<file path="src/wshc_pkg.sv">
package wshc_pkg;

    localparam int POS_W = 16;
    localparam int LIM_W = 15;
    localparam int BORDER_W = 8;

    localparam int WD = 36;

    localparam int MUL_A_W = 17;
    localparam int MUL_B_W = LIM_W + 1;
    localparam int MUL_P_W = MUL_A_W + MUL_B_W;

    localparam int DIV_BITS = 32;
    localparam int DIV_CNT_W = 4;
    localparam logic [DIV_CNT_W-1:0] DIV_LAST = DIV_CNT_W'(DIV_BITS / 2 - 1);

    localparam int CFG_REGS = 8;
    localparam int CFG_IDX_W = 3;
    localparam int CFG_ADDR_W = CFG_IDX_W + 2;
    localparam int APB_DATA_W = 32;

    localparam logic [CFG_IDX_W-1:0] REG_SCREEN_W = 3'd0;
    localparam logic [CFG_IDX_W-1:0] REG_SCREEN_H = 3'd1;
    localparam logic [CFG_IDX_W-1:0] REG_BASE_W = 3'd2;
    localparam logic [CFG_IDX_W-1:0] REG_BASE_H = 3'd3;
    localparam logic [CFG_IDX_W-1:0] REG_MIN_ASP_X = 3'd4;
    localparam logic [CFG_IDX_W-1:0] REG_MIN_ASP_Y = 3'd5;
    localparam logic [CFG_IDX_W-1:0] REG_MAX_ASP_X = 3'd6;
    localparam logic [CFG_IDX_W-1:0] REG_MAX_ASP_Y = 3'd7;

    typedef logic [1:0] div_op_t;
    localparam div_op_t OP_QUO_W = 2'd0;
    localparam div_op_t OP_QUO_H = 2'd1;
    localparam div_op_t OP_MOD_W = 2'd2;
    localparam div_op_t OP_MOD_H = 2'd3;

    localparam logic signed [WD-1:0] WD_ONE = WD'(1);

    function automatic logic signed [WD-1:0] ext_u15(input logic [LIM_W-1:0] v);
        return signed'(WD'(v));
    endfunction

    function automatic logic signed [WD-1:0] ext_s16(input logic signed [POS_W-1:0] v);
        return WD'(v);
    endfunction

endpackage

</file>
<file path="src/wshc_if.sv">
interface wshc_req_if;
    import wshc_pkg::*;

    logic                       valid;
    logic                       ready;
    logic signed [POS_W-1:0]    req_x;
    logic signed [POS_W-1:0]    req_y;
    logic signed [POS_W-1:0]    req_w;
    logic signed [POS_W-1:0]    req_h;
    logic                       apply_hints;
    logic [LIM_W-1:0]           step_w;
    logic [LIM_W-1:0]           step_h;
    logic [LIM_W-1:0]           lower_w;
    logic [LIM_W-1:0]           lower_h;
    logic [LIM_W-1:0]           upper_w;
    logic [LIM_W-1:0]           upper_h;
    logic [BORDER_W-1:0]        frame_border;

    modport source
    (
        output valid, req_x, req_y, req_w, req_h, apply_hints, step_w, step_h,
               lower_w, lower_h, upper_w, upper_h, frame_border,
        input  ready
    );

    modport sink
    (
        input  valid, req_x, req_y, req_w, req_h, apply_hints, step_w, step_h,
               lower_w, lower_h, upper_w, upper_h, frame_border,
        output ready
    );
endinterface

interface wshc_rsp_if;
    import wshc_pkg::*;

    logic                       valid;
    logic                       ready;
    logic signed [POS_W-1:0]    out_x;
    logic signed [POS_W-1:0]    out_y;
    logic signed [POS_W-1:0]    out_w;
    logic signed [POS_W-1:0]    out_h;
    logic                       rejected;
    logic                       changed;

    modport source
    (
        output valid, out_x, out_y, out_w, out_h, rejected, changed,
        input  ready
    );

    modport sink
    (
        input  valid, out_x, out_y, out_w, out_h, rejected, changed,
        output ready
    );
endinterface

</file>
<file path="src/window_size_hint_constrain.sv">
// Constrains one requested window geometry by its size hints and the screen
// bounds, keeps the last committed geometry and reports whether it changed.
// The aspect rule needs one division when it clips the size, and each
// nonzero increment needs one. A rejected item skips the position steps.
// When the maximum ratio clips, the minimum ratio compare is skipped. The
// single radix-4 divider does every division, and one 17x16 multiplier
// serves the aspect compares. A new item is accepted as soon as the
// previous one has reached the output register, even while its result
// waits there. An item whose result is ready waits in its last step for
// as long as the previous result is held off.
module window_size_hint_constrain #(
    parameter int COORD_BITS = 16
) (
    input  logic                                clk,
    input  logic                                rst_n,
    wshc_req_if.sink                            req,
    wshc_rsp_if.source                          rsp,
    input  logic                                psel,
    input  logic                                penable,
    input  logic                                pwrite,
    input  logic [wshc_pkg::CFG_ADDR_W-1:0]     paddr,
    input  logic [wshc_pkg::APB_DATA_W-1:0]     pwdata,
    output logic [wshc_pkg::APB_DATA_W-1:0]     prdata,
    output logic                                pready
);
    import wshc_pkg::*;

    localparam logic [4:0] S_IDLE    = 5'd0;
    localparam logic [4:0] S_PREP    = 5'd1;
    localparam logic [4:0] S_MUL_A   = 5'd2;
    localparam logic [4:0] S_MUL_B   = 5'd3;
    localparam logic [4:0] S_CMP_MAX = 5'd4;
    localparam logic [4:0] S_MUL_C   = 5'd5;
    localparam logic [4:0] S_MUL_D   = 5'd6;
    localparam logic [4:0] S_CMP_MIN = 5'd7;
    localparam logic [4:0] S_DIV     = 5'd8;
    localparam logic [4:0] S_MOD_W   = 5'd9;
    localparam logic [4:0] S_MOD_H   = 5'd10;
    localparam logic [4:0] S_FIN_ADD = 5'd11;
    localparam logic [4:0] S_FIN_MIN = 5'd12;
    localparam logic [4:0] S_FIN_MAX = 5'd13;
    localparam logic [4:0] S_CHECK   = 5'd14;
    localparam logic [4:0] S_POS2    = 5'd15;
    localparam logic [4:0] S_SAT     = 5'd16;
    localparam logic [4:0] S_DONE    = 5'd17;

    function automatic logic signed [WD-1:0] sat_coord(input logic signed [WD-1:0] v);
        logic signed [WD-1:0] hi;
        logic signed [WD-1:0] lo;
        hi = signed'(WD'({(COORD_BITS-1){1'b1}}));
        lo = ~hi;
        if (v > hi)
        begin
            return hi;
        end
        if (v < lo)
        begin
            return lo;
        end
        return v;
    endfunction

    // Control state.
    logic [4:0]                 state_reg, state_next;
    logic                       out_valid_reg, out_valid_next;
    logic [COORD_BITS-1:0]      cur_x_reg, cur_x_next;
    logic [COORD_BITS-1:0]      cur_y_reg, cur_y_next;
    logic [COORD_BITS-1:0]      cur_w_reg, cur_w_next;
    logic [COORD_BITS-1:0]      cur_h_reg, cur_h_next;
    logic [LIM_W-1:0]           cfg_reg [CFG_REGS];
    logic [LIM_W-1:0]           cfg_next [CFG_REGS];

    // Working registers.
    logic signed [WD-1:0]       x_reg, x_next;
    logic signed [WD-1:0]       y_reg, y_next;
    logic signed [WD-1:0]       w_reg, w_next;
    logic signed [WD-1:0]       h_reg, h_next;
    logic signed [WD-1:0]       prod_a_reg, prod_a_next;
    logic signed [WD-1:0]       prod_b_reg, prod_b_next;
    logic                       hints_reg, hints_next;
    logic [LIM_W-1:0]           step_w_reg, step_w_next;
    logic [LIM_W-1:0]           step_h_reg, step_h_next;
    logic [LIM_W-1:0]           lower_w_reg, lower_w_next;
    logic [LIM_W-1:0]           lower_h_reg, lower_h_next;
    logic [LIM_W-1:0]           upper_w_reg, upper_w_next;
    logic [LIM_W-1:0]           upper_h_reg, upper_h_next;
    logic [BORDER_W-1:0]        border_reg, border_next;
    logic                       rej_reg, rej_next;

    logic [DIV_BITS-1:0]        div_q_reg, div_q_next;
    logic [LIM_W-1:0]           div_r_reg, div_r_next;
    logic [LIM_W-1:0]           div_den_reg, div_den_next;
    logic [DIV_CNT_W-1:0]       div_cnt_reg, div_cnt_next;
    logic                       div_neg_reg, div_neg_next;
    div_op_t                    div_op_reg, div_op_next;

    logic signed [POS_W-1:0]    out_x_reg, out_x_next;
    logic signed [POS_W-1:0]    out_y_reg, out_y_next;
    logic signed [POS_W-1:0]    out_w_reg, out_w_next;
    logic signed [POS_W-1:0]    out_h_reg, out_h_next;
    logic                       rejected_reg, rejected_next;
    logic                       changed_reg, changed_next;

    // Shared multiplier.
    logic signed [MUL_A_W-1:0]  mul_a;
    logic signed [MUL_B_W-1:0]  mul_b;
    logic signed [MUL_P_W-1:0]  mul_p;

    // Shared divider, two quotient bits per cycle.
    logic [LIM_W:0]             r1, r1s, r2, r2s;
    logic                       ge1, ge2;
    logic [DIV_BITS-1:0]        q1, q2;
    logic signed [WD-1:0]       q_mag, quo, rem_mag;

    logic                       cfg_we;
    logic                       aspect_en;
    logic signed [WD-1:0]       sw_e, sh_e, bw_e, bh_e, b2_e;

    assign mul_p = mul_a * mul_b;

    assign cfg_we = psel && penable && pwrite;
    assign pready = 1'b1;
    assign prdata = APB_DATA_W'(cfg_reg[paddr[CFG_ADDR_W-1:2]]);

    assign aspect_en = (cfg_reg[REG_MIN_ASP_X] != '0) && (cfg_reg[REG_MIN_ASP_Y] != '0)
                    && (cfg_reg[REG_MAX_ASP_X] != '0) && (cfg_reg[REG_MAX_ASP_Y] != '0);

    assign sw_e = ext_u15(cfg_reg[REG_SCREEN_W]);
    assign sh_e = ext_u15(cfg_reg[REG_SCREEN_H]);
    assign bw_e = ext_u15(cfg_reg[REG_BASE_W]);
    assign bh_e = ext_u15(cfg_reg[REG_BASE_H]);
    assign b2_e = signed'(WD'({border_reg, 1'b0}));

    assign req.ready = (state_reg == S_IDLE);
    assign rsp.valid = out_valid_reg;
    assign rsp.out_x = out_x_reg;
    assign rsp.out_y = out_y_reg;
    assign rsp.out_w = out_w_reg;
    assign rsp.out_h = out_h_reg;
    assign rsp.rejected = rejected_reg;
    assign rsp.changed = changed_reg;

    always_comb
    begin
        r1 = {div_r_reg, div_q_reg[DIV_BITS-1]};
        ge1 = (r1 >= {1'b0, div_den_reg});
        r1s = ge1 ? (r1 - {1'b0, div_den_reg}) : r1;
        q1 = {div_q_reg[DIV_BITS-2:0], ge1};
        r2 = {r1s[LIM_W-1:0], q1[DIV_BITS-1]};
        ge2 = (r2 >= {1'b0, div_den_reg});
        r2s = ge2 ? (r2 - {1'b0, div_den_reg}) : r2;
        q2 = {q1[DIV_BITS-2:0], ge2};
        q_mag = signed'(WD'(q2));
        quo = div_neg_reg ? -q_mag : q_mag;
        rem_mag = signed'(WD'(r2s[LIM_W-1:0]));
    end

    always_comb
    begin
        logic                   div_start;
        logic signed [WD-1:0]   div_num;
        logic signed [WD-1:0]   div_abs;
        logic [LIM_W-1:0]       div_den_in;
        div_op_t                div_op_in;
        logic signed [WD-1:0]   w_lo;
        logic signed [WD-1:0]   h_lo;
        logic                   differ;

        state_next = state_reg;
        out_valid_next = out_valid_reg;
        cur_x_next = cur_x_reg;
        cur_y_next = cur_y_reg;
        cur_w_next = cur_w_reg;
        cur_h_next = cur_h_reg;
        cfg_next = cfg_reg;
        x_next = x_reg;
        y_next = y_reg;
        w_next = w_reg;
        h_next = h_reg;
        prod_a_next = prod_a_reg;
        prod_b_next = prod_b_reg;
        hints_next = hints_reg;
        step_w_next = step_w_reg;
        step_h_next = step_h_reg;
        lower_w_next = lower_w_reg;
        lower_h_next = lower_h_reg;
        upper_w_next = upper_w_reg;
        upper_h_next = upper_h_reg;
        border_next = border_reg;
        rej_next = rej_reg;
        div_q_next = div_q_reg;
        div_r_next = div_r_reg;
        div_den_next = div_den_reg;
        div_cnt_next = div_cnt_reg;
        div_neg_next = div_neg_reg;
        div_op_next = div_op_reg;
        out_x_next = out_x_reg;
        out_y_next = out_y_reg;
        out_w_next = out_w_reg;
        out_h_next = out_h_reg;
        rejected_next = rejected_reg;
        changed_next = changed_reg;

        mul_a = w_reg[MUL_A_W-1:0];
        mul_b = signed'({1'b0, cfg_reg[REG_MAX_ASP_Y]});
        div_start = 1'b0;
        div_num = w_reg;
        div_den_in = step_w_reg;
        div_op_in = OP_MOD_W;
        w_lo = (w_reg < WD_ONE) ? WD_ONE : w_reg;
        h_lo = (h_reg < WD_ONE) ? WD_ONE : h_reg;
        differ = (x_reg[COORD_BITS-1:0] != cur_x_reg) || (y_reg[COORD_BITS-1:0] != cur_y_reg)
              || (w_reg[COORD_BITS-1:0] != cur_w_reg) || (h_reg[COORD_BITS-1:0] != cur_h_reg);

        if (cfg_we)
        begin
            cfg_next[paddr[CFG_ADDR_W-1:2]] = pwdata[LIM_W-1:0];
        end

        if (out_valid_reg && rsp.ready)
        begin
            out_valid_next = 1'b0;
        end

        unique case (state_reg)
            S_IDLE:
            begin
                if (req.valid)
                begin
                    x_next = ext_s16(req.req_x);
                    y_next = ext_s16(req.req_y);
                    w_next = ext_s16(req.req_w);
                    h_next = ext_s16(req.req_h);
                    hints_next = req.apply_hints;
                    step_w_next = req.step_w;
                    step_h_next = req.step_h;
                    lower_w_next = req.lower_w;
                    lower_h_next = req.lower_h;
                    upper_w_next = req.upper_w;
                    upper_h_next = req.upper_h;
                    border_next = req.frame_border;
                    state_next = S_PREP;
                end
            end
            S_PREP:
            begin
                if (hints_reg)
                begin
                    w_next = w_lo - bw_e;
                    h_next = h_lo - bh_e;
                    state_next = aspect_en ? S_MUL_A : S_MOD_W;
                end
                else
                begin
                    state_next = S_CHECK;
                end
            end
            S_MUL_A:
            begin
                prod_a_next = WD'(mul_p);
                state_next = S_MUL_B;
            end
            S_MUL_B:
            begin
                mul_a = h_reg[MUL_A_W-1:0];
                mul_b = signed'({1'b0, cfg_reg[REG_MAX_ASP_X]});
                prod_b_next = WD'(mul_p);
                state_next = S_CMP_MAX;
            end
            S_CMP_MAX:
            begin
                if (prod_a_reg > prod_b_reg)
                begin
                    div_start = 1'b1;
                    div_num = prod_b_reg;
                    div_den_in = cfg_reg[REG_MAX_ASP_Y];
                    div_op_in = OP_QUO_W;
                    state_next = S_DIV;
                end
                else
                begin
                    state_next = S_MUL_C;
                end
            end
            S_MUL_C:
            begin
                mul_b = signed'({1'b0, cfg_reg[REG_MIN_ASP_Y]});
                prod_a_next = WD'(mul_p);
                state_next = S_MUL_D;
            end
            S_MUL_D:
            begin
                mul_a = h_reg[MUL_A_W-1:0];
                mul_b = signed'({1'b0, cfg_reg[REG_MIN_ASP_X]});
                prod_b_next = WD'(mul_p);
                state_next = S_CMP_MIN;
            end
            S_CMP_MIN:
            begin
                if (prod_a_reg < prod_b_reg)
                begin
                    div_start = 1'b1;
                    div_num = prod_a_reg;
                    div_den_in = cfg_reg[REG_MIN_ASP_X];
                    div_op_in = OP_QUO_H;
                    state_next = S_DIV;
                end
                else
                begin
                    state_next = S_MOD_W;
                end
            end
            S_DIV:
            begin
                div_q_next = q2;
                div_r_next = r2s[LIM_W-1:0];
                div_cnt_next = div_cnt_reg + 1'b1;
                if (div_cnt_reg == DIV_LAST)
                begin
                    unique case (div_op_reg)
                        OP_QUO_W:
                        begin
                            w_next = quo;
                            state_next = S_MOD_W;
                        end
                        OP_QUO_H:
                        begin
                            h_next = quo;
                            state_next = S_MOD_W;
                        end
                        OP_MOD_W:
                        begin
                            w_next = div_neg_reg ? (w_reg + rem_mag) : (w_reg - rem_mag);
                            state_next = S_MOD_H;
                        end
                        OP_MOD_H:
                        begin
                            h_next = div_neg_reg ? (h_reg + rem_mag) : (h_reg - rem_mag);
                            state_next = S_FIN_ADD;
                        end
                    endcase
                end
            end
            S_MOD_W:
            begin
                if (step_w_reg != '0)
                begin
                    div_start = 1'b1;
                    state_next = S_DIV;
                end
                else
                begin
                    state_next = S_MOD_H;
                end
            end
            S_MOD_H:
            begin
                if (step_h_reg != '0)
                begin
                    div_start = 1'b1;
                    div_num = h_reg;
                    div_den_in = step_h_reg;
                    div_op_in = OP_MOD_H;
                    state_next = S_DIV;
                end
                else
                begin
                    state_next = S_FIN_ADD;
                end
            end
            S_FIN_ADD:
            begin
                w_next = w_reg + bw_e;
                h_next = h_reg + bh_e;
                state_next = S_FIN_MIN;
            end
            S_FIN_MIN:
            begin
                if ((lower_w_reg != '0) && (w_reg < ext_u15(lower_w_reg)))
                begin
                    w_next = ext_u15(lower_w_reg);
                end
                if ((lower_h_reg != '0) && (h_reg < ext_u15(lower_h_reg)))
                begin
                    h_next = ext_u15(lower_h_reg);
                end
                state_next = S_FIN_MAX;
            end
            S_FIN_MAX:
            begin
                if ((upper_w_reg != '0) && (w_reg > ext_u15(upper_w_reg)))
                begin
                    w_next = ext_u15(upper_w_reg);
                end
                if ((upper_h_reg != '0) && (h_reg > ext_u15(upper_h_reg)))
                begin
                    h_next = ext_u15(upper_h_reg);
                end
                state_next = S_CHECK;
            end
            S_CHECK:
            begin
                if ((w_reg <= 0) || (h_reg <= 0))
                begin
                    rej_next = 1'b1;
                    state_next = S_DONE;
                end
                else
                begin
                    rej_next = 1'b0;
                    if (x_reg > sw_e)
                    begin
                        x_next = sw_e - w_reg - b2_e;
                    end
                    if (y_reg > sh_e)
                    begin
                        y_next = sh_e - h_reg - b2_e;
                    end
                    state_next = S_POS2;
                end
            end
            S_POS2:
            begin
                if (x_reg + w_reg + b2_e < 0)
                begin
                    x_next = '0;
                end
                if (y_reg + h_reg + b2_e < 0)
                begin
                    y_next = '0;
                end
                state_next = S_SAT;
            end
            S_SAT:
            begin
                x_next = sat_coord(x_reg);
                y_next = sat_coord(y_reg);
                w_next = sat_coord(w_reg);
                h_next = sat_coord(h_reg);
                state_next = S_DONE;
            end
            S_DONE:
            begin
                if (!out_valid_reg || rsp.ready)
                begin
                    out_valid_next = 1'b1;
                    rejected_next = rej_reg;
                    if (rej_reg)
                    begin
                        out_x_next = POS_W'(cur_x_reg);
                        out_y_next = POS_W'(cur_y_reg);
                        out_w_next = POS_W'(cur_w_reg);
                        out_h_next = POS_W'(cur_h_reg);
                        changed_next = 1'b0;
                    end
                    else
                    begin
                        out_x_next = POS_W'(x_reg[COORD_BITS-1:0]);
                        out_y_next = POS_W'(y_reg[COORD_BITS-1:0]);
                        out_w_next = POS_W'(w_reg[COORD_BITS-1:0]);
                        out_h_next = POS_W'(h_reg[COORD_BITS-1:0]);
                        changed_next = differ;
                        cur_x_next = x_reg[COORD_BITS-1:0];
                        cur_y_next = y_reg[COORD_BITS-1:0];
                        cur_w_next = w_reg[COORD_BITS-1:0];
                        cur_h_next = h_reg[COORD_BITS-1:0];
                    end
                    state_next = S_IDLE;
                end
            end
            default:
            begin
                state_next = S_IDLE;
            end
        endcase

        div_abs = (div_num < 0) ? -div_num : div_num;
        if (div_start)
        begin
            div_neg_next = (div_num < 0);
            div_q_next = div_abs[DIV_BITS-1:0];
            div_r_next = '0;
            div_den_next = div_den_in;
            div_cnt_next = '0;
            div_op_next = div_op_in;
        end
    end

    always_ff @(posedge clk or negedge rst_n)
    begin
        if (!rst_n)
        begin
            state_reg <= S_IDLE;
            out_valid_reg <= 1'b0;
            cur_x_reg <= '0;
            cur_y_reg <= '0;
            cur_w_reg <= '0;
            cur_h_reg <= '0;
            for (int i = 0; i < CFG_REGS; i++)
            begin
                cfg_reg[i] <= '0;
            end
        end
        else
        begin
            state_reg <= state_next;
            out_valid_reg <= out_valid_next;
            cur_x_reg <= cur_x_next;
            cur_y_reg <= cur_y_next;
            cur_w_reg <= cur_w_next;
            cur_h_reg <= cur_h_next;
            cfg_reg <= cfg_next;
        end
    end

    always_ff @(posedge clk)
    begin
        x_reg <= x_next;
        y_reg <= y_next;
        w_reg <= w_next;
        h_reg <= h_next;
        prod_a_reg <= prod_a_next;
        prod_b_reg <= prod_b_next;
        hints_reg <= hints_next;
        step_w_reg <= step_w_next;
        step_h_reg <= step_h_next;
        lower_w_reg <= lower_w_next;
        lower_h_reg <= lower_h_next;
        upper_w_reg <= upper_w_next;
        upper_h_reg <= upper_h_next;
        border_reg <= border_next;
        rej_reg <= rej_next;
        div_q_reg <= div_q_next;
        div_r_reg <= div_r_next;
        div_den_reg <= div_den_next;
        div_cnt_reg <= div_cnt_next;
        div_neg_reg <= div_neg_next;
        div_op_reg <= div_op_next;
        out_x_reg <= out_x_next;
        out_y_reg <= out_y_next;
        out_w_reg <= out_w_next;
        out_h_reg <= out_h_next;
        rejected_reg <= rejected_next;
        changed_reg <= changed_next;
    end

endmodule

</file>
<file path="src/flat_wrapper.sv">
// flat-port wrapper written by rule: the top's interface ports become plain ports
module window_size_hint_constrain_flat import wshc_pkg::*;
#(
    parameter int COORD_BITS = 16
)
  (clk, rst_n, psel, penable, pwrite, paddr, pwdata, prdata, pready, req_valid, req_req_x, req_req_y, req_req_w, req_req_h, req_apply_hints, req_step_w, req_step_h, req_lower_w, req_lower_h, req_upper_w, req_upper_h, req_frame_border, req_ready, rsp_valid, rsp_out_x, rsp_out_y, rsp_out_w, rsp_out_h, rsp_rejected, rsp_changed, rsp_ready);
  wshc_req_if req_i ();
  wshc_rsp_if rsp_i ();
  input  logic clk;
  input  logic rst_n;
  input  logic psel;
  input  logic penable;
  input  logic pwrite;
  input  logic [wshc_pkg::CFG_ADDR_W-1:0] paddr;
  input  logic [wshc_pkg::APB_DATA_W-1:0] pwdata;
  output logic [wshc_pkg::APB_DATA_W-1:0] prdata;
  output logic pready;
  input wire logic [$bits(req_i.valid)-1:0] req_valid;
  input wire logic [$bits(req_i.req_x)-1:0] req_req_x;
  input wire logic [$bits(req_i.req_y)-1:0] req_req_y;
  input wire logic [$bits(req_i.req_w)-1:0] req_req_w;
  input wire logic [$bits(req_i.req_h)-1:0] req_req_h;
  input wire logic [$bits(req_i.apply_hints)-1:0] req_apply_hints;
  input wire logic [$bits(req_i.step_w)-1:0] req_step_w;
  input wire logic [$bits(req_i.step_h)-1:0] req_step_h;
  input wire logic [$bits(req_i.lower_w)-1:0] req_lower_w;
  input wire logic [$bits(req_i.lower_h)-1:0] req_lower_h;
  input wire logic [$bits(req_i.upper_w)-1:0] req_upper_w;
  input wire logic [$bits(req_i.upper_h)-1:0] req_upper_h;
  input wire logic [$bits(req_i.frame_border)-1:0] req_frame_border;
  output wire logic [$bits(req_i.ready)-1:0] req_ready;
  output wire logic [$bits(rsp_i.valid)-1:0] rsp_valid;
  output wire logic [$bits(rsp_i.out_x)-1:0] rsp_out_x;
  output wire logic [$bits(rsp_i.out_y)-1:0] rsp_out_y;
  output wire logic [$bits(rsp_i.out_w)-1:0] rsp_out_w;
  output wire logic [$bits(rsp_i.out_h)-1:0] rsp_out_h;
  output wire logic [$bits(rsp_i.rejected)-1:0] rsp_rejected;
  output wire logic [$bits(rsp_i.changed)-1:0] rsp_changed;
  input wire logic [$bits(rsp_i.ready)-1:0] rsp_ready;
  assign req_i.valid = req_valid;
  assign req_i.req_x = req_req_x;
  assign req_i.req_y = req_req_y;
  assign req_i.req_w = req_req_w;
  assign req_i.req_h = req_req_h;
  assign req_i.apply_hints = req_apply_hints;
  assign req_i.step_w = req_step_w;
  assign req_i.step_h = req_step_h;
  assign req_i.lower_w = req_lower_w;
  assign req_i.lower_h = req_lower_h;
  assign req_i.upper_w = req_upper_w;
  assign req_i.upper_h = req_upper_h;
  assign req_i.frame_border = req_frame_border;
  assign req_ready = req_i.ready;
  assign rsp_valid = rsp_i.valid;
  assign rsp_out_x = rsp_i.out_x;
  assign rsp_out_y = rsp_i.out_y;
  assign rsp_out_w = rsp_i.out_w;
  assign rsp_out_h = rsp_i.out_h;
  assign rsp_rejected = rsp_i.rejected;
  assign rsp_changed = rsp_i.changed;
  assign rsp_i.ready = rsp_ready;
  window_size_hint_constrain #(.COORD_BITS(COORD_BITS)) u_core (.clk(clk), .rst_n(rst_n), .req(req_i), .rsp(rsp_i), .psel(psel), .penable(penable), .pwrite(pwrite), .paddr(paddr), .pwdata(pwdata), .prdata(prdata), .pready(pready));
endmodule
</file>
<file path="config.mk">
export PLATFORM = sky130hd
export DESIGN_NAME = window_size_hint_constrain_flat
export DESIGN_NICKNAME = d
export VERILOG_FILES = /design/src/wshc_pkg.sv /design/src/wshc_if.sv /design/src/window_size_hint_constrain.sv /design/src/flat_wrapper.sv
export SDC_FILE = /design/constraint.sdc
export NUM_CORES = 2
export LEC_CHECK = 0
export BUFFER_PORTS_ARGS = -buffer_cell sky130_fd_sc_hd__buf_2
export CAP_MARGIN = 0
export CORE_MARGIN = 1.5
export CORE_UTILIZATION = 50
export CTS_BUF_LIST = sky130_fd_sc_hd__clkbuf_4 sky130_fd_sc_hd__clkbuf_8 sky130_fd_sc_hd__clkbuf_16
export DETAILED_ROUTE_END_ITERATION = 10
export HOLD_SLACK_MARGIN = 0.08
export PLACE_DENSITY = 0.68
export SLEW_MARGIN = 15
export SYNTH_ARGS = -nofsm -noshare
export SYNTH_HDL_FRONTEND = slang
export SYNTH_SLANG_ARGS = --single-unit
</file>
<file path="constraint.sdc">
create_clock -name clk -period 11.5 [get_ports clk]
set_input_delay 0.575 -clock clk [delete_from_list [all_inputs] [get_ports clk]]
set_output_delay 0.575 -clock clk [all_outputs]
set_load 0.005 [all_outputs]
</file>
# Word-level counts from Yosys, hierarchy flattened
# Index checks and enable logic that the tools add are counted.
totals:
  regBits: 635
  out_inout_bits: 101
  wordCells: 292
  input_bits: 207
op_classes:
  eq_ne: 44
  bitwise: 1
  n_addsub: 21
  reduce_logical: 42
  n_lt_le_gt_ge: 27
  n_mul: 1
  mux: 115
ops:
  columns: ["op", "n"]
  rows:
  - ["$mux 36", 42]
  - ["$pmux 36 s7", 2]
  - ["$pmux 36 s4", 2]
  - ["$reduce_bool 15->1", 10]
  - ["$add 36x16->36", 4]
  - ["$gt 36x16->1", 4]
  - ["$gt 36x16->1 const B", 4]
  - ["$lt 36x16->1 const B", 4]
  - ["$pmux 36 s2", 2]
  - ["$sub 36x16->36", 4]
  - ["$bwmux 120", 1]
  - ["$mux 15", 8]
  - ["$lt 36x1->1 const B", 3]
  - ["$pmux 36 s3", 1]
  - ["$mux 32", 3]
  - ["$pmux 15 s3", 2]
  - ["$pmux 5 s18", 1]
  - ["$add 36x10->36", 2]
  - ["$add 36x36->36", 2]
  - ["$le 36x1->1 const B", 2]
  - ["$lt 36x16->1", 2]
  - ["$lt 36x2->1 const B", 2]
  - ["$sub 16x36->36", 2]
  - ["$sub 36x10->36", 2]
  - ["other kinds (47)", 140]

# Depth between registers and ports, before layout
depth:
  ltp_word: 9
  depth_mapped: 45
  depth_no_buf: 40

# Worst setup path before layout
# OpenSTA, ideal clock, no wires.
synth_path:
  kind: "flip-flop to flip-flop"
  start: "reg u_core.state_reg[3]"
  end: "reg u_core.prod_a_reg[31] (data pin)"
  setup_time_ns: 0.262
  period_less_slack_ns: 9.473
  t_arrival_ns: 9.211
  path_stages_with_launch: 30
  path_buffers: 4
  required_ns: 11.238
  slack_ns: 2.027
  cell_sequence: "dfrtp_1 -> clkbuf_1 -> or3_1 -> o22ai_1 -> clkbuf_1 -> clkbuf_1 -> clkbuf_1 -> o21ai_1 -> nand2_1 -> fa_1 -> inv_1 -> fa_1 -> fa_1 -> fa_1 -> inv_1 -> fa_1 -> inv_1 -> fa_1 -> ha_1 -> o21a_1 -> o21ai_0 -> nor2_1 -> a2111oi_0 -> o31ai_1 -> o41ai_1 -> o21ai_0 -> o41a_1 -> a21o_1 -> a21oi_1 -> xnor2_1"
synth_via:
  elab_chain_len: 4
  word_cells_on_any_way: 7
  classes_between: "mul (1); eq/ne (3); mux (2); reduce/logical (1)"
synth_lines:
  columns: ["element", "line", "text"]
  rows:
  - ["start, declared", "window_size_hint_constrain.sv:64", "logic [4:0] state_reg, state_next;"]
  - ["start signal, assigned", "window_size_hint_constrain.sv:506", "state_reg <= state_next;"]
  - ["$eq 5x2->1 / $eq 5x3->1 (equally long branches)", "window_size_hint_constrain.sv:225", "unique case (state_reg)"]
  - ["$reduce_or 2->1 (no line)", null, null]
  - ["$mux 17", "window_size_hint_constrain.sv:225", null]
  - ["$mul 17x16->33 (*)", "window_size_hint_constrain.sv:119", "assign mul_p = mul_a * mul_b;"]
  - ["via u_core.mul_p[31]", "window_size_hint_constrain.sv:107", "logic signed [MUL_P_W-1:0] mul_p;"]
  - ["end signal, assigned", "window_size_hint_constrain.sv:522", "prod_a_reg <= prod_a_next;"]
  - ["end, declared", "window_size_hint_constrain.sv:78", "logic signed [WD-1:0] prod_a_reg, prod_a_next;"]
# Mark *: on every way through the listed nets, which the timed path passes. The rest lies on a longest branch.
# A chain may end at the register's enable or synchronous reset.

# Worst setup path in the final report
layout_path:
  start: "reg u_core.div_q_reg[31]"
  end: "reg u_core.h_reg[34] (data pin)"
layout_via:
  elab_chain_len: 9
  word_cells_on_any_way: 14
  classes_between: "add/sub (5); order compare (2); mux (7)"
layout_lines:
  columns: ["element", "line", "text"]
  rows:
  - ["start, declared", "window_size_hint_constrain.sv:90", "logic [DIV_BITS-1:0] div_q_reg, div_q_next;"]
  - ["start signal, assigned", "window_size_hint_constrain.sv:533", "div_q_reg <= div_q_next;"]
  - ["$sub 15x15->15 / $ge 16x15->1 (equally long branches)", "window_size_hint_constrain.sv:147, window_size_hint_constrain.sv:146", null]
  - ["$mux 15", "window_size_hint_constrain.sv:147", "r1s = ge1 ? (r1 - {1'b0, div_den_reg}) : r1;"]
  - ["$sub 15x15->15 / $ge 16x15->1 (equally long branches)", "window_size_hint_constrain.sv:151, window_size_hint_constrain.sv:150", null]
  - ["$mux 15", "window_size_hint_constrain.sv:151", "r2s = ge2 ? (r2 - {1'b0, div_den_reg}) : r2;"]
  - ["$sub 36x16->36 / $add 36x16->36 (equally long branches)", "window_size_hint_constrain.sv:338", "h_next = div_neg_reg ? (h_reg + rem_mag) : (h_reg - rem_mag);"]
  - ["$mux 36", "window_size_hint_constrain.sv:338", null]
  - ["$pmux 36 s2 (*)", "window_size_hint_constrain.sv:320", "unique case (div_op_reg)"]
  - ["$mux 36 (*)", "window_size_hint_constrain.sv:318", "if (div_cnt_reg == DIV_LAST)"]
  - ["$pmux 36 s7 (*)", "window_size_hint_constrain.sv:225", null]
  - ["via u_core.h_next[34]", "window_size_hint_constrain.sv:77", "logic signed [WD-1:0] h_reg, h_next;"]
  - ["end signal, assigned", "window_size_hint_constrain.sv:521", "h_reg <= h_next;"]
  - ["end, declared", "window_size_hint_constrain.sv:77", null]
# Mark *: on every way through the listed nets, which the timed path passes. The rest lies on a longest branch. The select of a mux whose other input is x is not followed.

==> out/qor.txt <==
H-tree levels: 3
Top sig layer: met5
R2R depth: 35
CP required: 11.96 ns
HPWL after detailed placement: 197 mm
Port buffer count: 270
Slew HR: 0.115
Largest family of logic cells by synthesized area: adder cells
Top_reg_cell synth: edfxtp_1
Worst min-delay path startpoint: req_lower_w[5]
RePlAce Congestion: 1.07
DR DRC count: 0
Final period util: 0.918
Clk slew on worst S/H paths: 0.06 ns
Die Wd: 355 um
Hold endpoint: u_core.lower_w_reg[5]$_DFFE_PP_
Sink Count: 635
Root Driver: clkbuf_16
Clk Latency, worst-skew pair: 0.74 ns
CTS max path bufs: 3
DRT met1 WL: 98.7 mm
Via density per instance: 6.39
CP Launch Type: flop
Crit path max-delay cell type: a2111oi_0
Iter 0 DRT Violations: 6920
Mean Syn Cell Area: 9.20 sq um
Sequential share of the synthesized area: 0.289
Layout Nets: 8264
Most common cell after layout, fill and taps aside: inv_1
Final min period: 10.56 ns
Fin util: 0.563
Final setup violation count: 0
Synth Area in Adders: 0.232
Metal2 WL: 102 mm
Chip Height: 355 um
Post-Synth Simple-Gate Area: 0.137
Number of global-route vias before repair: 53200
Hold crit path type: in2reg
GRT Total Usage: 0.389
Status: complete, no violations
R2R setup slack: 0.94 ns
Starting Density: 0.503
Final wirelength: 250 mm
Final slew viol count: 0
Count of cell types in the netlist: 98
Num CTS Buffers: 77
Asr flop ratio synth: 0.299
Die Area: 126000 sq um
Post-CTS repair timing setup buffer count: 0
Reg-to-reg endpoint: u_core.h_reg[34]$_DFFE_PP_
Post-synth EDFFs: 426
Hold Path Depth: 1
Crit path capture type: flop
FMAX: 94.7 MHz
Synth Register Bits: 635
Share of cells above drive strength 1: 0.118
Crit Path Category: reg2reg
Multiplexer area fraction after synthesis: 0.0466
Post-synthesis compound-gate area fraction: 0.179
Synth Warn #: 0
CP max stage delay: 0.89 ns
Global-route wire length before repair: 359 mm
WP data arrival: 11.02 ns
Syn Inst Count: 6748
CTS tree: built
P&R area growth vs syn: 11.8%
Crit Path Max Fanout: 26
Via count: 56200
Rows: 129
Max Cap Viol: 0
XOR/XNOR Fraction of Synth Area: 0.0580
Routed Antenna Nets: 0
Initial antenna violation count: 25
Hold WS: 0.112 ns
Final hold vios: 0
Io pins: 308
Global route overflow: 0
Core area: 123000 sq um
Worst-Margin Slew: 1.33 ns
Largest net degree at the start of global routing: 90
DR WL met3: 34.0 mm
Largest register FFs: 90
Setup tns final: 0 ns
Filler cells: 11000
Most frequent CP cell: o21ai_0
Iteration count of the initial detailed-routing pass: 8
Most frequent cells in the layout: inv_1, ha_1, nand2_1, nor2_1, o21ai_0
Mapped Area: 62100 sq um
Worst Skew: 0.0756 ns
Unrepaired setup endpoints after global routing: false
Reg-to-reg critical path startpoint: u_core.div_q_reg[31]$_DFFE_PP_
WL/cell: 28.5 um
[cells by family after synthesis]
family          after synthesis
simple gates               1823
compound gates             1707
fa+ha+maj                   974
buf+inv                     947
flops                       635
xor+xnor                    411
mux                         249
other cells                   2
[metrics by stage]
stage / worst slack (ns) / std cells / area (sq um)
6_report: 0.940 / 8797 / 69500
5_1_grt: 0.242 / 8792 / 69400
4_1_cts: 1.21 / 8788 / 69400
3_5_place_dp: 1.26 / 8550 / 65800
3_3_place_gp: 1.39 / 8550 / 65800
2_1_floorplan: 2.03 / 6764 / 62200
[cells in the mapped netlist (23+ instances only)]
library cell    n  area share
a21o_1        125       0.015
a21oi_1       391       0.032
o211ai_1       44      0.0053
xor2_1        162       0.023
ha_1          672        0.14
a22oi_1        35      0.0042
nand4_1       102       0.010
dfrtp_1       190       0.077
xnor2_1       249       0.035
nor2b_1        75      0.0076
fa_1          299       0.096
a31oi_1        42      0.0042
o21ai_0       480       0.039
edfxtp_1      426        0.21
clkbuf_1      222       0.013
nor4_1         83      0.0084
mux2i_1        37      0.0060
and2_1         31      0.0031
mux2_2        200       0.036
or3_1          31      0.0031
nor3_1        104      0.0084
and3_1         31      0.0031
inv_1         675       0.041
a211oi_1       43      0.0052
a221oi_1       55      0.0078
nand3_1       111      0.0089
nand2b_1       85      0.0086
o31ai_1        36      0.0044
o21bai_1       42      0.0051
o21ai_1        23      0.0019
o21a_1         69      0.0083
nor2_1        528       0.032
nand2_1       574       0.035
a221o_1        38      0.0061
[critical path, delay by kind of cell (launching register included)]
kind | cells | cell delay (ns)
AO/OA/AOI/OAI | 20 | 5.96
adder cells (fa/ha/maj) | 5 | 1.80
AND/OR/NAND/NOR | 5 | 0.92
XOR/XNOR | 2 | 0.67
buffers and inverters | 3 | 0.56
flip-flops | 1 | 0.39
[timing repair]
action | CTS | global route
resized for setup | 0 | 0
hold endpoints to repair | 171 | 0
hold buffers | 94 | 0
[how the worst max path moves through the flow]
| stage | startpoint | end | slack, ns | depth (start not counted) |
|---|---|---|---|---|
| 2_1_floorplan | u_core.state_reg[3]$_DFFE_PN0P_ | u_core.prod_a_reg[31]$_DFFE_PP_ | 2.03 | 29 |
| 3_3_place_gp | u_core.div_q_reg[31]$_DFFE_PP_ | u_core.h_reg[34]$_DFFE_PP_ | 1.39 | 35 |
| 3_5_place_dp | u_core.div_q_reg[31]$_DFFE_PP_ | u_core.h_reg[34]$_DFFE_PP_ | 1.26 | 35 |
| 4_1_cts | u_core.div_q_reg[31]$_DFFE_PP_ | u_core.h_reg[34]$_DFFE_PP_ | 1.21 | 35 |
| 5_1_grt | u_core.div_q_reg[31]$_DFFE_PP_ | u_core.h_reg[34]$_DFFE_PP_ | 0.24 | 38 |
| 6_report | u_core.div_q_reg[31]$_DFFE_PP_ | u_core.h_reg[34]$_DFFE_PP_ | 0.94 | 35 |
[metal layers]
metal / global-route usage / vias up
li1: - / 24800
met1: 0.521 / 27200
met2: 0.555 / 3425
met3: 0.129 / 724
met4: 0.204 / 24
met5: 0 / -
[final cells by class]
type	instances	area, sq um	share of cell area
timing repair buffer	511	3400	0.0490
clock inverter	51	641	0.00922
inverter	679	2550	0.0367
tap	1637	2050	0.0295
sequential	635	17900	0.258
clock buffer	93	2080	0.0299
antenna	9	22.5	0.000324
multi-input combinational	5182	40800	0.587
Power is not shown: default switching activity piles up to over one toggle a cycle in this logic, so the estimate is an artifact.
